`src/mpeg2_caption_user_data_extractor_top_defines.svh`:
```
// Assertion macros for the caption extractor.
`ifndef MPEG2_CAPTION_USER_DATA_EXTRACTOR_TOP_DEFINES_SVH
`define MPEG2_CAPTION_USER_DATA_EXTRACTOR_TOP_DEFINES_SVH

// Same-cycle implication, sampled on clock, off during reset.
`define M2CC_ASSERT_IMPLIES(lbl, ante, cons, msg) \
   lbl: assert property (@(posedge clock) disable iff (reset) (ante) |-> (cons)) \
      else $error(msg);

// Next-cycle implication, sampled on clock, off during reset.
`define M2CC_ASSERT_NEXT(lbl, ante, cons, msg) \
   lbl: assert property (@(posedge clock) disable iff (reset) (ante) |=> (cons)) \
      else $error(msg);

`endif

```
`src/m2cc_pkg.sv`:
```
// Shared types, constants and helpers of the caption extractor.
`default_nettype none
package m2cc_pkg;

   localparam int MAX_TRIPLES_DEF = 31;

   typedef struct packed {
      logic [23:0] cc_triple;
      logic        reference_picture;
      logic        last_in_block;
   } entry_type;

   // front -> queue write controls
   typedef struct packed {
      logic      push;
      logic      commit;
      logic      rollback;
      entry_type data;
   } qwr_type;

   // queue -> top status
   typedef struct packed {
      logic full;
      logic busy;
   } qstat_type;

   // room for one full block plus one in progress, rounded to a power of two
   function automatic int queue_depth(input int max_triples);
      return 2 ** $clog2(2 * max_triples);
   endfunction

endpackage
`default_nettype wire

```
`src/m2cc_if.sv`:
```
// Valid/ready channel interfaces for packet bytes and caption triples.
`default_nettype none
interface m2cc_req_if;
   logic       valid;
   logic       ready;
   logic [7:0] data_byte;
   logic       first_of_packet;
   logic       last_of_packet;
   logic       pts_valid;

   modport source (output valid, data_byte, first_of_packet, last_of_packet, pts_valid,
                   input ready);
   modport sink   (input valid, data_byte, first_of_packet, last_of_packet, pts_valid,
                   output ready);
endinterface

interface m2cc_rsp_if;
   logic        valid;
   logic        ready;
   logic [23:0] cc_triple;
   logic        reference_picture;
   logic        last_in_block;

   modport source (output valid, cc_triple, reference_picture, last_in_block,
                   input ready);
   modport sink   (input valid, cc_triple, reference_picture, last_in_block,
                   output ready);
endinterface
`default_nettype wire

```
`src/m2cc_front.sv`:
```
// Front end: start code scanner, picture type tracking and caption capture.
`default_nettype none
module m2cc_front import m2cc_pkg::*; #(
   parameter int MAX_TRIPLES = MAX_TRIPLES_DEF
) (
   input  logic       clock,
   input  logic       reset,
   input  logic       accept,
   input  logic [7:0] data_byte,
   input  logic       first_of_packet,
   input  logic       last_of_packet,
   input  logic       pts_valid,
   output qwr_type    q_wr
);

   localparam logic [23:0] SC_PREFIX    = 24'h000001;
   localparam logic [7:0]  SC_PICTURE   = 8'h00;
   localparam logic [7:0]  SC_USER_DATA = 8'hB2;
   localparam logic [7:0]  CH_G         = 8'h47;
   localparam logic [7:0]  CH_A         = 8'h41;
   localparam logic [7:0]  CH_9         = 8'h39;
   localparam logic [7:0]  CH_4         = 8'h34;
   localparam logic [7:0]  UD_TYPE_CC   = 8'h03;
   localparam logic [2:0]  PIC_I        = 3'd1;
   localparam logic [2:0]  PIC_P        = 3'd2;

   // header byte offsets after the user-data code
   localparam logic [2:0] HDR_G      = 3'd0;
   localparam logic [2:0] HDR_A      = 3'd1;
   localparam logic [2:0] HDR_9      = 3'd2;
   localparam logic [2:0] HDR_4      = 3'd3;
   localparam logic [2:0] HDR_TYPE   = 3'd4;
   localparam logic [2:0] HDR_FLAGS  = 3'd5;
   localparam logic [2:0] HDR_MARKER = 3'd6;
   localparam logic [2:0] HDR_DATA   = 3'd7;

   logic [31:0] code_shift_ff, code_shift_in;
   logic [2:0]  pic_type_ff, pic_type_in;
   logic        pend_valid_ff [2];
   logic        pend_valid_in [2];
   logic [2:0]  pend_type_ff [2];
   logic [2:0]  pend_type_in [2];
   logic [2:0]  pend_age_ff [2];
   logic [2:0]  pend_age_in [2];
   logic        cap_active_ff, cap_active_in;
   logic [2:0]  hdr_off_ff, hdr_off_in;
   logic [1:0]  part_ff, part_in;
   logic [4:0]  tidx_ff, tidx_in;
   logic [4:0]  count_ff, count_in;
   logic        cap_flag_ff, cap_flag_in;
   logic        ignored_ff, ignored_in;
   logic [15:0] hold_ff, hold_in;

   logic        push, commit, started;
   logic [23:0] wr_triple;
   logic        wr_last;

   always_comb begin
      logic       ok;
      logic       slot;
      logic       e0, e1;
      logic [2:0] eff;

      code_shift_in = code_shift_ff;
      pic_type_in   = pic_type_ff;
      pend_valid_in = pend_valid_ff;
      pend_type_in  = pend_type_ff;
      pend_age_in   = pend_age_ff;
      cap_active_in = cap_active_ff;
      hdr_off_in    = hdr_off_ff;
      part_in       = part_ff;
      tidx_in       = tidx_ff;
      count_in      = count_ff;
      cap_flag_in   = cap_flag_ff;
      ignored_in    = ignored_ff;
      hold_in       = hold_ff;
      push          = 1'b0;
      commit        = 1'b0;
      started       = 1'b0;
      wr_triple     = {hold_ff, data_byte};
      wr_last       = 1'b0;
      ok            = 1'b1;
      slot          = 1'b0;
      e0            = 1'b0;
      e1            = 1'b0;
      eff           = '0;

      if (first_of_packet) begin
         code_shift_in = '1;
         pic_type_in   = '0;
         pend_valid_in = '{1'b0, 1'b0};
         pend_type_in  = '{3'd0, 3'd0};
         pend_age_in   = '{3'd0, 3'd0};
         cap_active_in = 1'b0;
         hdr_off_in    = HDR_G;
         count_in      = '0;
         ignored_in    = ~pts_valid;
      end

      if (!ignored_in) begin
         // age pending picture types; the type byte is the second after the code
         for (int i = 0; i < 2; i++) begin
            if (pend_valid_in[i]) begin
               pend_age_in[i] = pend_age_in[i] + 3'd1;
               if (pend_age_in[i] == 3'd1) pend_type_in[i] = data_byte[5:3];
               if (pend_age_in[i] >= 3'd4) begin
                  pic_type_in      = pend_type_in[i];
                  pend_valid_in[i] = 1'b0;
               end
            end
         end

         if (code_shift_in[31:8] == SC_PREFIX) begin
            if (code_shift_in[7:0] == SC_PICTURE) begin
               if (pend_valid_in[0]) begin
                  if (pend_valid_in[1]) slot = (pend_age_in[0] >= pend_age_in[1]) ? 1'b0 : 1'b1;
                  else                  slot = 1'b1;
               end
               pend_valid_in[slot] = 1'b1;
               pend_age_in[slot]   = '0;
               pend_type_in[slot]  = '0;
            end else if (code_shift_in[7:0] == SC_USER_DATA && !cap_active_in) begin
               // newest picture code seen so far decides, pending or not
               e0 = pend_valid_in[0] && pend_age_in[0] != 3'd0;
               e1 = pend_valid_in[1] && pend_age_in[1] != 3'd0;
               if (e1 && (!e0 || pend_age_in[1] < pend_age_in[0])) eff = pend_type_in[1];
               else if (e0)                                         eff = pend_type_in[0];
               else                                                 eff = pic_type_in;
               cap_flag_in   = (eff == PIC_I) || (eff == PIC_P);
               cap_active_in = 1'b1;
               hdr_off_in    = HDR_G;
               count_in      = '0;
               started       = 1'b1;
            end
         end

         if (cap_active_in) begin
            unique case (hdr_off_in)
               HDR_G:      ok = (data_byte == CH_G);
               HDR_A:      ok = (data_byte == CH_A);
               HDR_9:      ok = (data_byte == CH_9);
               HDR_4:      ok = (data_byte == CH_4);
               HDR_TYPE:   ok = (data_byte == UD_TYPE_CC);
               HDR_FLAGS: begin
                  count_in = data_byte[4:0];
                  ok = data_byte[6] && count_in != 5'd0 && int'(count_in) <= MAX_TRIPLES;
               end
               HDR_MARKER: begin
                  part_in = '0;
                  tidx_in = '0;
               end
               HDR_DATA: begin
                  unique case (part_in)
                     2'd0:    hold_in[15:8] = data_byte;
                     2'd1:    hold_in[7:0]  = data_byte;
                     default: begin
                        push    = 1'b1;
                        wr_last = (tidx_in == count_in - 5'd1);
                        commit  = wr_last;
                     end
                  endcase
               end
               default: ok = 1'b1;
            endcase

            if (!ok) begin
               cap_active_in = 1'b0;
            end else if (commit) begin
               cap_active_in = 1'b0;
            end else if (hdr_off_in != HDR_DATA) begin
               hdr_off_in = hdr_off_in + 3'd1;
            end else if (part_in == 2'd2) begin
               part_in = '0;
               tidx_in = tidx_in + 5'd1;
            end else begin
               part_in = part_in + 2'd1;
            end
         end

         code_shift_in = {code_shift_in[23:0], data_byte};

         if (last_of_packet) begin
            code_shift_in = '1;
            pic_type_in   = '0;
            pend_valid_in = '{1'b0, 1'b0};
            pend_type_in  = '{3'd0, 3'd0};
            pend_age_in   = '{3'd0, 3'd0};
            cap_active_in = 1'b0;
            hdr_off_in    = HDR_G;
            count_in      = '0;
         end
      end
   end

   always_comb begin
      q_wr.push                   = accept && push;
      q_wr.commit                 = accept && commit;
      // a capture that ends unfinished discards its triples
      q_wr.rollback               = accept && !commit && (!cap_active_in || started);
      q_wr.data.cc_triple         = wr_triple;
      q_wr.data.reference_picture = cap_flag_ff;
      q_wr.data.last_in_block     = wr_last;
   end

   always_ff @(posedge clock) begin
      if (reset) begin
         code_shift_ff <= '1;
         pic_type_ff   <= '0;
         pend_valid_ff <= '{1'b0, 1'b0};
         pend_type_ff  <= '{3'd0, 3'd0};
         pend_age_ff   <= '{3'd0, 3'd0};
         cap_active_ff <= 1'b0;
         hdr_off_ff    <= HDR_G;
         part_ff       <= '0;
         tidx_ff       <= '0;
         count_ff      <= '0;
         cap_flag_ff   <= 1'b0;
         ignored_ff    <= 1'b0;
      end else if (accept) begin
         code_shift_ff <= code_shift_in;
         pic_type_ff   <= pic_type_in;
         pend_valid_ff <= pend_valid_in;
         pend_type_ff  <= pend_type_in;
         pend_age_ff   <= pend_age_in;
         cap_active_ff <= cap_active_in;
         hdr_off_ff    <= hdr_off_in;
         part_ff       <= part_in;
         tidx_ff       <= tidx_in;
         count_ff      <= count_in;
         cap_flag_ff   <= cap_flag_in;
         ignored_ff    <= ignored_in;
      end
   end

   always_ff @(posedge clock) begin
      if (accept) hold_ff <= hold_in;
   end

endmodule
`default_nettype wire

```
`src/m2cc_queue.sv`:
```
// Back end: triple queue with commit/rollback and the result output register.
`default_nettype none
module m2cc_queue import m2cc_pkg::*; #(
   parameter int DEPTH = queue_depth(MAX_TRIPLES_DEF)
) (
   input  logic        clock,
   input  logic        reset,
   input  qwr_type     q_wr,
   output qstat_type   q_stat,
   m2cc_rsp_if.source  rsp
);

   localparam int AW = $clog2(DEPTH);
   localparam int PW = AW + 1;

   entry_type mem [DEPTH];

   logic [PW-1:0] spec_ff, spec_in;
   logic [PW-1:0] commit_ff, commit_in;
   logic [PW-1:0] rd_ff, rd_in;
   logic          rd_valid_ff, rd_valid_in;
   entry_type     rd_data_ff;
   logic          out_valid_ff, out_valid_in;
   entry_type     out_data_ff;
   logic          issue, move;

   always_comb begin
      // speculative pointer runs ahead of the committed one during a capture
      spec_in   = spec_ff;
      commit_in = commit_ff;
      if (q_wr.commit) begin
         spec_in   = spec_ff + PW'(1);
         commit_in = spec_ff + PW'(1);
      end else if (q_wr.rollback) begin
         spec_in = commit_ff;
      end else if (q_wr.push) begin
         spec_in = spec_ff + PW'(1);
      end

      move         = rd_valid_ff && (!out_valid_ff || rsp.ready);
      issue        = (rd_ff != commit_ff) && (!rd_valid_ff || move);
      rd_in        = issue ? rd_ff + PW'(1) : rd_ff;
      rd_valid_in  = issue || (rd_valid_ff && !move);
      out_valid_in = move || (out_valid_ff && !rsp.ready);
   end

   always_ff @(posedge clock) begin
      if (reset) begin
         spec_ff      <= '0;
         commit_ff    <= '0;
         rd_ff        <= '0;
         rd_valid_ff  <= 1'b0;
         out_valid_ff <= 1'b0;
      end else begin
         spec_ff      <= spec_in;
         commit_ff    <= commit_in;
         rd_ff        <= rd_in;
         rd_valid_ff  <= rd_valid_in;
         out_valid_ff <= out_valid_in;
      end
   end

   always_ff @(posedge clock) begin
      if (q_wr.push) mem[spec_ff[AW-1:0]] <= q_wr.data;
      if (issue)     rd_data_ff <= mem[rd_ff[AW-1:0]];
      if (move)      out_data_ff <= rd_data_ff;
   end

   assign q_stat.full = ((spec_ff - rd_ff) == PW'(DEPTH));
   assign q_stat.busy = (rd_ff != commit_ff) || rd_valid_ff || out_valid_ff;

   assign rsp.valid             = out_valid_ff;
   assign rsp.cc_triple         = out_data_ff.cc_triple;
   assign rsp.reference_picture = out_data_ff.reference_picture;
   assign rsp.last_in_block     = out_data_ff.last_in_block;

endmodule
`default_nettype wire

```
`src/mpeg2_caption_user_data_extractor_top.sv`:
```
// Top level of the MPEG-2 caption user-data extractor.
//
//  channel  | dir | payload                                        | accepted when
//  req_chan | in  | data_byte, first/last_of_packet, pts_valid     | valid && ready
//  rsp_chan | out | cc_triple, reference_picture, last_in_block    | valid && ready
//
// One packet byte per cycle; the front scanner takes a byte every cycle the queue has room.
// Triples of a block become visible once its last byte is taken and leave one per cycle
// while rsp is ready, through the queue read register, then the output register.
// req ready drops only while the triple queue (2**clog2(2*MAX_TRIPLES) entries) is full.
// Synchronous active-high reset; no clearing pass, queue contents need no reset.
`default_nettype none
`include "mpeg2_caption_user_data_extractor_top_defines.svh"
module mpeg2_caption_user_data_extractor_top import m2cc_pkg::*; #(
   parameter int MAX_TRIPLES = MAX_TRIPLES_DEF
) (
   input  logic       clock,
   input  logic       reset,
   m2cc_req_if.sink   req_chan,
   m2cc_rsp_if.source rsp_chan
);

   localparam int QUEUE_DEPTH = queue_depth(MAX_TRIPLES);

   qwr_type   q_wr;
   qstat_type q_stat;
   logic      accept;

   assign req_chan.ready = !q_stat.full;
   assign accept         = req_chan.valid && req_chan.ready;

   m2cc_front #(
      .MAX_TRIPLES (MAX_TRIPLES)
   ) u_front (
      .clock           (clock),
      .reset           (reset),
      .accept          (accept),
      .data_byte       (req_chan.data_byte),
      .first_of_packet (req_chan.first_of_packet),
      .last_of_packet  (req_chan.last_of_packet),
      .pts_valid       (req_chan.pts_valid),
      .q_wr            (q_wr)
   );

   m2cc_queue #(
      .DEPTH (QUEUE_DEPTH)
   ) u_queue (
      .clock  (clock),
      .reset  (reset),
      .q_wr   (q_wr),
      .q_stat (q_stat),
      .rsp    (rsp_chan)
   );

   `M2CC_ASSERT_IMPLIES(a_push_has_room, q_wr.push, !q_stat.full, "triple pushed into full queue")
   `M2CC_ASSERT_IMPLIES(a_push_on_accept, q_wr.push, accept, "triple pushed without a byte")
   `M2CC_ASSERT_NEXT(a_commit_drains, q_wr.commit, q_stat.busy, "committed block not pending")

endmodule
`default_nettype wire

```
`src/flat_wrapper.sv`:
```
// flat-port wrapper written by rule: the top's interface ports become plain ports
module mpeg2_caption_user_data_extractor_top_flat import m2cc_pkg::*;
#(
   parameter int MAX_TRIPLES = MAX_TRIPLES_DEF
)
  (clock, reset, req_chan_valid, req_chan_data_byte, req_chan_first_of_packet, req_chan_last_of_packet, req_chan_pts_valid, req_chan_ready, rsp_chan_valid, rsp_chan_cc_triple, rsp_chan_reference_picture, rsp_chan_last_in_block, rsp_chan_ready);
  m2cc_req_if req_chan_i ();
  m2cc_rsp_if rsp_chan_i ();
  input  logic clock;
  input  logic reset;
  input wire logic [$bits(req_chan_i.valid)-1:0] req_chan_valid;
  input wire logic [$bits(req_chan_i.data_byte)-1:0] req_chan_data_byte;
  input wire logic [$bits(req_chan_i.first_of_packet)-1:0] req_chan_first_of_packet;
  input wire logic [$bits(req_chan_i.last_of_packet)-1:0] req_chan_last_of_packet;
  input wire logic [$bits(req_chan_i.pts_valid)-1:0] req_chan_pts_valid;
  output wire logic [$bits(req_chan_i.ready)-1:0] req_chan_ready;
  output wire logic [$bits(rsp_chan_i.valid)-1:0] rsp_chan_valid;
  output wire logic [$bits(rsp_chan_i.cc_triple)-1:0] rsp_chan_cc_triple;
  output wire logic [$bits(rsp_chan_i.reference_picture)-1:0] rsp_chan_reference_picture;
  output wire logic [$bits(rsp_chan_i.last_in_block)-1:0] rsp_chan_last_in_block;
  input wire logic [$bits(rsp_chan_i.ready)-1:0] rsp_chan_ready;
  assign req_chan_i.valid = req_chan_valid;
  assign req_chan_i.data_byte = req_chan_data_byte;
  assign req_chan_i.first_of_packet = req_chan_first_of_packet;
  assign req_chan_i.last_of_packet = req_chan_last_of_packet;
  assign req_chan_i.pts_valid = req_chan_pts_valid;
  assign req_chan_ready = req_chan_i.ready;
  assign rsp_chan_valid = rsp_chan_i.valid;
  assign rsp_chan_cc_triple = rsp_chan_i.cc_triple;
  assign rsp_chan_reference_picture = rsp_chan_i.reference_picture;
  assign rsp_chan_last_in_block = rsp_chan_i.last_in_block;
  assign rsp_chan_i.ready = rsp_chan_ready;
  mpeg2_caption_user_data_extractor_top #(.MAX_TRIPLES(MAX_TRIPLES)) u_core (.clock(clock), .reset(reset), .req_chan(req_chan_i), .rsp_chan(rsp_chan_i));
endmodule
```
`config.mk`:
```
export PLATFORM = sky130hd
export DESIGN_NAME = mpeg2_caption_user_data_extractor_top_flat
export DESIGN_NICKNAME = d
export VERILOG_FILES = /design/src/m2cc_pkg.sv /design/src/m2cc_if.sv /design/src/m2cc_front.sv /design/src/m2cc_queue.sv /design/src/mpeg2_caption_user_data_extractor_top.sv /design/src/flat_wrapper.sv
export VERILOG_INCLUDE_DIRS = /design/src /design/src/src
export SDC_FILE = /design/constraint.sdc
export NUM_CORES = 2
export LEC_CHECK = 0
export ABC_CLOCK_PERIOD_IN_PS = 8700
export BUFFER_PORTS_ARGS = -buffer_cell sky130_fd_sc_hd__buf_2
export CAP_MARGIN = 0
export CORE_ASPECT_RATIO = 0.9
export CORE_MARGIN = 3
export CORE_UTILIZATION = 35
export CTS_BUF_LIST = sky130_fd_sc_hd__clkbuf_2
export DETAILED_ROUTE_END_ITERATION = 12
export GPL_TIMING_DRIVEN = 1
export HOLD_SLACK_MARGIN = 0.08
export SYNTH_ARGS = -nofsm -noshare
export SYNTH_HDL_FRONTEND = slang
export SYNTH_HIERARCHICAL = 1
export SYNTH_SLANG_ARGS = --single-unit
```
`constraint.sdc`:
```
create_clock -name clock -period 8.7 [get_ports clock]
set_input_delay 1.74 -clock clock [delete_from_list [all_inputs] [get_ports clock]]
set_output_delay 1.74 -clock clock [all_outputs]
set_load 0.02 [all_outputs]
```
Word-level counts from Yosys, hierarchy flattened
Memories as Yosys holds them, arrays and structs flattened. A register that Yosys moved wholly into a read port is not among the register bits.
Cells that the tools add are included.
{"block": "word_totals", "regBits": 132, "latchBits": 0, "mem_bits_rw": 1664, "romBits": 0, "word_cells": 242, "n_memories": 1}
{"name": "u_core.u_queue.mem", "words": 64, "word_bits": 26, "read_ports": 1, "rd_clocked_by_memory_dff": 1, "wr": 1, "line": "m2cc_queue.sv:16", "rtl": "entry_type mem [DEPTH];"}
{"block": "op_classes", "addsub": 9, "mul": 0, "div_mod_pow": 0, "order_cmp": 6, "n_eq_ne": 24, "shift": 0, "muxes": 126, "bitwise": 8, "n_reduce_logical": 43}
{"operator": "$mux W3", "count": 35}
{"operator": "$mux W32", "count": 3}
{"operator": "$mux W5", "count": 16}
{"operator": "$mux W6", "count": 10}
{"operator": "$mux W1", "count": 44}
{"operator": "$eq A24 B1 Y1 const B", "count": 1}
{"operator": "$mux W2", "count": 12}
{"operator": "$mux W7", "count": 3}
{"operator": "$eq A8 B6 Y1 const B", "count": 2}
{"operator": "$eq A8 B7 Y1 const B", "count": 2}
{"operator": "$logic_and A1 B1 Y1", "count": 15}
{"operator": "$reduce_and A5 Y1", "count": 3}
{"operator": "$add A7 B1 Y7 const B", "count": 2}
{"operator": "$and A6 B6 Y6", "count": 2}
{"operator": "$eq A3 B1 Y1 const B", "count": 4}
{"operator": "$eq A3 B3 Y1 const B", "count": 4}
{"operator": "$add A3 B1 Y3 const B", "count": 3}
{"operator": "$eq A3 B2 Y1 const B", "count": 3}
{"operator": "$logic_not A1 Y1", "count": 9}
{"operator": "$reduce_bool A3 Y1", "count": 3}
{"operator": "$eq A8 B2 Y1 const B", "count": 1}
{"operator": "$eq A8 B8 Y1 const B", "count": 1}
{"operator": "$logic_not A8 Y1", "count": 1}
{"operator": "$eq A7 B7 Y1 const B", "count": 1}
{"operator": "27 further kinds", "count": 36}

Depth between registers and ports, before layout
{"block": "logic_depth", "ltp_word": 23, "ltp_mapped": 22}

Modules after synthesis
Netlist, hierarchy kept.
{"module": "m2cc_queue", "n_inst": 1, "cells_each": 3094, "area_per_inst_um2": 66729.0, "seq_area_each_um2": 51989.9}
{"module": "m2cc_front", "n_inst": 1, "cells_each": 493, "area_per_inst_um2": 4491.8, "seq_area_each_um2": 1821.7}
{"module": "mpeg2_caption_user_data_extractor_top", "n_inst": 1, "cells_each": 2, "area_per_inst_um2": 10.0, "seq_area_each_um2": 0.0}

Worst setup path after synthesis
OpenSTA, ideal clock, no wires.
{"block": "synth_timing", "path_type": "reg2reg", "startpoint": "register u_core.u_queue.rd_ff[1]", "endpoint": "memory u_core/u_queue/mem[39][0] (netlist bit) (enable)", "setup_time_ps": 475, "t_arrival_ps": 6179, "required_ps": 8225, "path_slack_ps": 2046, "stages_incl_launch_ff": 20, "synth_period_minus_slack_ps": 6654, "cell_sequence": "dfxtp_1 buf_6 buf_2 buf_4 inv_2 buf_1 ha_1 nor2b_1 o21ai_0 a21oi_1 o311ai_0 a21oi_1 nor2b_1 nand2_1 a21oi_1 nand3_1 nor2_1 clkbuf_1 nand2_1 nor4_1"}
{"element": "start, declared", "line": "m2cc_queue.sv:20", "rtl": "logic [PW-1:0] rd_ff, rd_in;"}
{"element": "start signal, assigned", "line": "m2cc_queue.sv:57", "rtl": "rd_ff <= rd_in;"}
{"element": "end, declared", "line": "m2cc_queue.sv:16"}

==> flow_summary.ini <==
[final_layout]
stdcell_area_um2 = 78700
drive_gt1_share_pct = 30.1
instances_no_fill = 6997
area_delta_synth_final_pct = 10.5
nets = 4015
num-fill-cells = 18313
final_util_pct = 39.0

[detailed_routing]
via_count = 37157
post_drt_wl_per_cell_um = 25.8
drt_pass1_iterations = 5
drtAntennaViolNets = 0
drc = 0
wl_met2_um = 83300
drtIter0Drc = 3595
vias_per_cell = 5.31
wl_met1_um = 75900
finalWirelength_um = 180000
wl_met3_um = 15400
dr.max_layer_used = met5

[min_path]
hp-start = u_core/u_queue/rd_data_ff[18]
min_delay_worst_endpoint = u_core/u_queue/rsp.cc_triple[16]
hp-class = register to register
hold_depth = 0

[sta]
max-slew-margin-rel_pct = 14.1
min_period_ps = 7300
period_share_pct = 83.9
finalSetupViolations = 0
fmax_ghz = 0.137
tns_ps = 0
fin_worst_skew_ps = 224
hold_violations = 0
maxSlewViolCount = 0
rsz0062_at_grt = false
tightestPinTransition_ps = 1280

[placement]
gp_congestion = 0.849
dp.cells = 6207
dpl-instance-area_um2 = 74700
portBuffers = 42
hpwlAfterDp_um = 100000

[global_route]
grt_pass1_wl_um = 261000
grt_max_degree = 112
gr-total-overflow = 0
track_usage_pct = 17.2
grt_pass1_vias = 37535
antenna_found_initial = 9

[clocking]
cts_max_level = 5
cts_root_buffer = clkbuf_2
cts_buffers = 459
clkSinkCount = 1822
clk_latency_ps = 1840
ctsResizeCount = 0
hold_buffers = 1
cts_setup_buffers = 0
cts_tree = done
clk_path_buf_depth = 4
clkTransAtPathRegs_ps = 110

[synthesis]
netlist_area_um2 = 71200
postSynthCellCount = 3587
synth_warnings = 6
syn_nets = 3619
synth.avg_cell_area_um2 = 19.9

[critical_path]
r2r_cells = 17
cp_max_fo = 19
critPathKind = register to primary output
startpoint_type = register
reg2reg_from = u_core/u_queue/rd_ff[1]
crit_required_ps = 6960
reg2reg_to = u_core/u_queue/mem[34][22]
arrival_ps = 5560
crit_path_end_kind = primary output
ff2ff_setup_slack_ps = 1440

[floorplan]
die_area_um2 = 209000
coreArea_um2 = 202000
rows = 156
die_y_um = 434
die_width_um = 482
io_pins = 43
initial_core_util_pct = 35.3

[power]
power.leakage_uw = 0.0245
irDropWorstVdd_mv = 0.153
power_uw = 16000
p_per_area_nw_per_um2 = 203

[status]
status = finished clean

[flow_run]
maxCapViolations = 0
[worst max-delay path, stage by stage, from the launching register on]
cell	delay, ps
dfxtp_1	900
inv_1	640
ha_1	390
xor2_1	160
nor2_1	100
or4b_2	590
a21oi_1	560
inv_1	190
buf_2	210
[registers in the layout (all words and copies together) (netlist names), 3 cells and up]
| register | flops |
|---|---|
| u_core/u_front/code_shift_ff | 32 |
| u_core/u_front/pend_age_ff | 6 |
| u_core/u_front/pend_type_ff | 6 |
| u_core/u_front/count_ff | 5 |
| u_core/u_front/hold_ff | 16 |
| u_core/u_queue/rd_ff | 7 |
| u_core/u_front/tidx_ff | 5 |
| u_core/u_front/hdr_off_ff | 3 |
| u_core/u_queue/rd_data_ff | 26 |
| u_core/u_front/pic_type_ff | 3 |
| u_core/u_queue/spec_ff | 7 |
| u_core/u_queue/mem | 1664 |
| u_core/u_queue/rsp.cc_triple | 24 |
| u_core/u_queue/commit_ff | 7 |
[worst max-delay path by stage]
stage	start	endpoint	slack [ps]	cells after the start
floorplan	u_core/u_queue/rd_ff[1]	u_core/u_queue/mem[39][0]	2050	19
global placement	u_core/u_queue/rd_ff[1]	u_core/u_queue/mem[51][4]	1820	16
detailed placement	u_core/u_queue/rd_ff[1]	u_core/u_queue/mem[34][20]	1750	17
CTS	u_core/u_queue/rd_ff[1]	req_chan_ready	1230	10
global route	u_core/u_queue/rd_ff[1]	u_core/u_queue/mem[34][22]	1020	17
finish	u_core/u_queue/rd_ff[5]	req_chan_ready	1400	8
[layer usage]
metal | vias up | GRT usage, %
met5 | - | 0
met4 | 2 | 6.58
met3 | 287 | 4.35
met2 | 1587 | 25.8
met1 | 19439 | 24.0
li1 | 15842 | -
[through the flow]
step	hold WS, ps	setup slack (ps)
final	367	1400
after detailed placement	405	1750
after global placement	406	1820
after global routing	172	1020
after CTS	105	1230
after floorplan	400	2050
[area by class of cell]
class	instances	area, um^2	share of cell area, %
timing repair buffer	148	1070	1.36
tap	2686	3360	4.27
clock buffer	655	3280	4.17
multi-input combinational	1523	16400	20.8
antenna	9	22.5	0.0286
sequential	1822	53800	68.4
clock inverter	125	647	0.822
inverter	29	109	0.138
[report_power, final]
group | leakage, uW | internal, uW | switching [uW]
registers | 0.0163 | 9520 | 38.3
clock network | 0.00303 | 2180 | 3330
logic | 0.00514 | 370 | 519
total | 0.0245 | 12100 | 3890
[cell usage in the layout, fill, tap and decap left out, types with 10 or more instances in the layout]
cell and count:
edfxtp_1 1732, clkbuf_2 655, mux4_2 352, mux2i_1 216
nand2_1 135, clkinv_1 103, buf_4 100, nor2_1 90
dfxtp_1 84, o22ai_1 81, a21oi_1 64, a211oi_1 51
nand2b_1 47, nand3_1 46, buf_2 42, nor2_2 35
a22oi_1 31, inv_1 26, o22a_1 26, xnor2_1 25
nor2_4 25, o21ai_0 18, ha_1 17, nor2b_1 16
a22o_1 16, o221ai_1 15, o2111ai_1 15, nor3_1 14
xor2_1 12, mux2_2 12, a211o_1 12, a21boi_1 12
a221o_1 12, clkinv_2 10, o311ai_0 10
No activity file was read; power rests on OpenSTA's default activity.
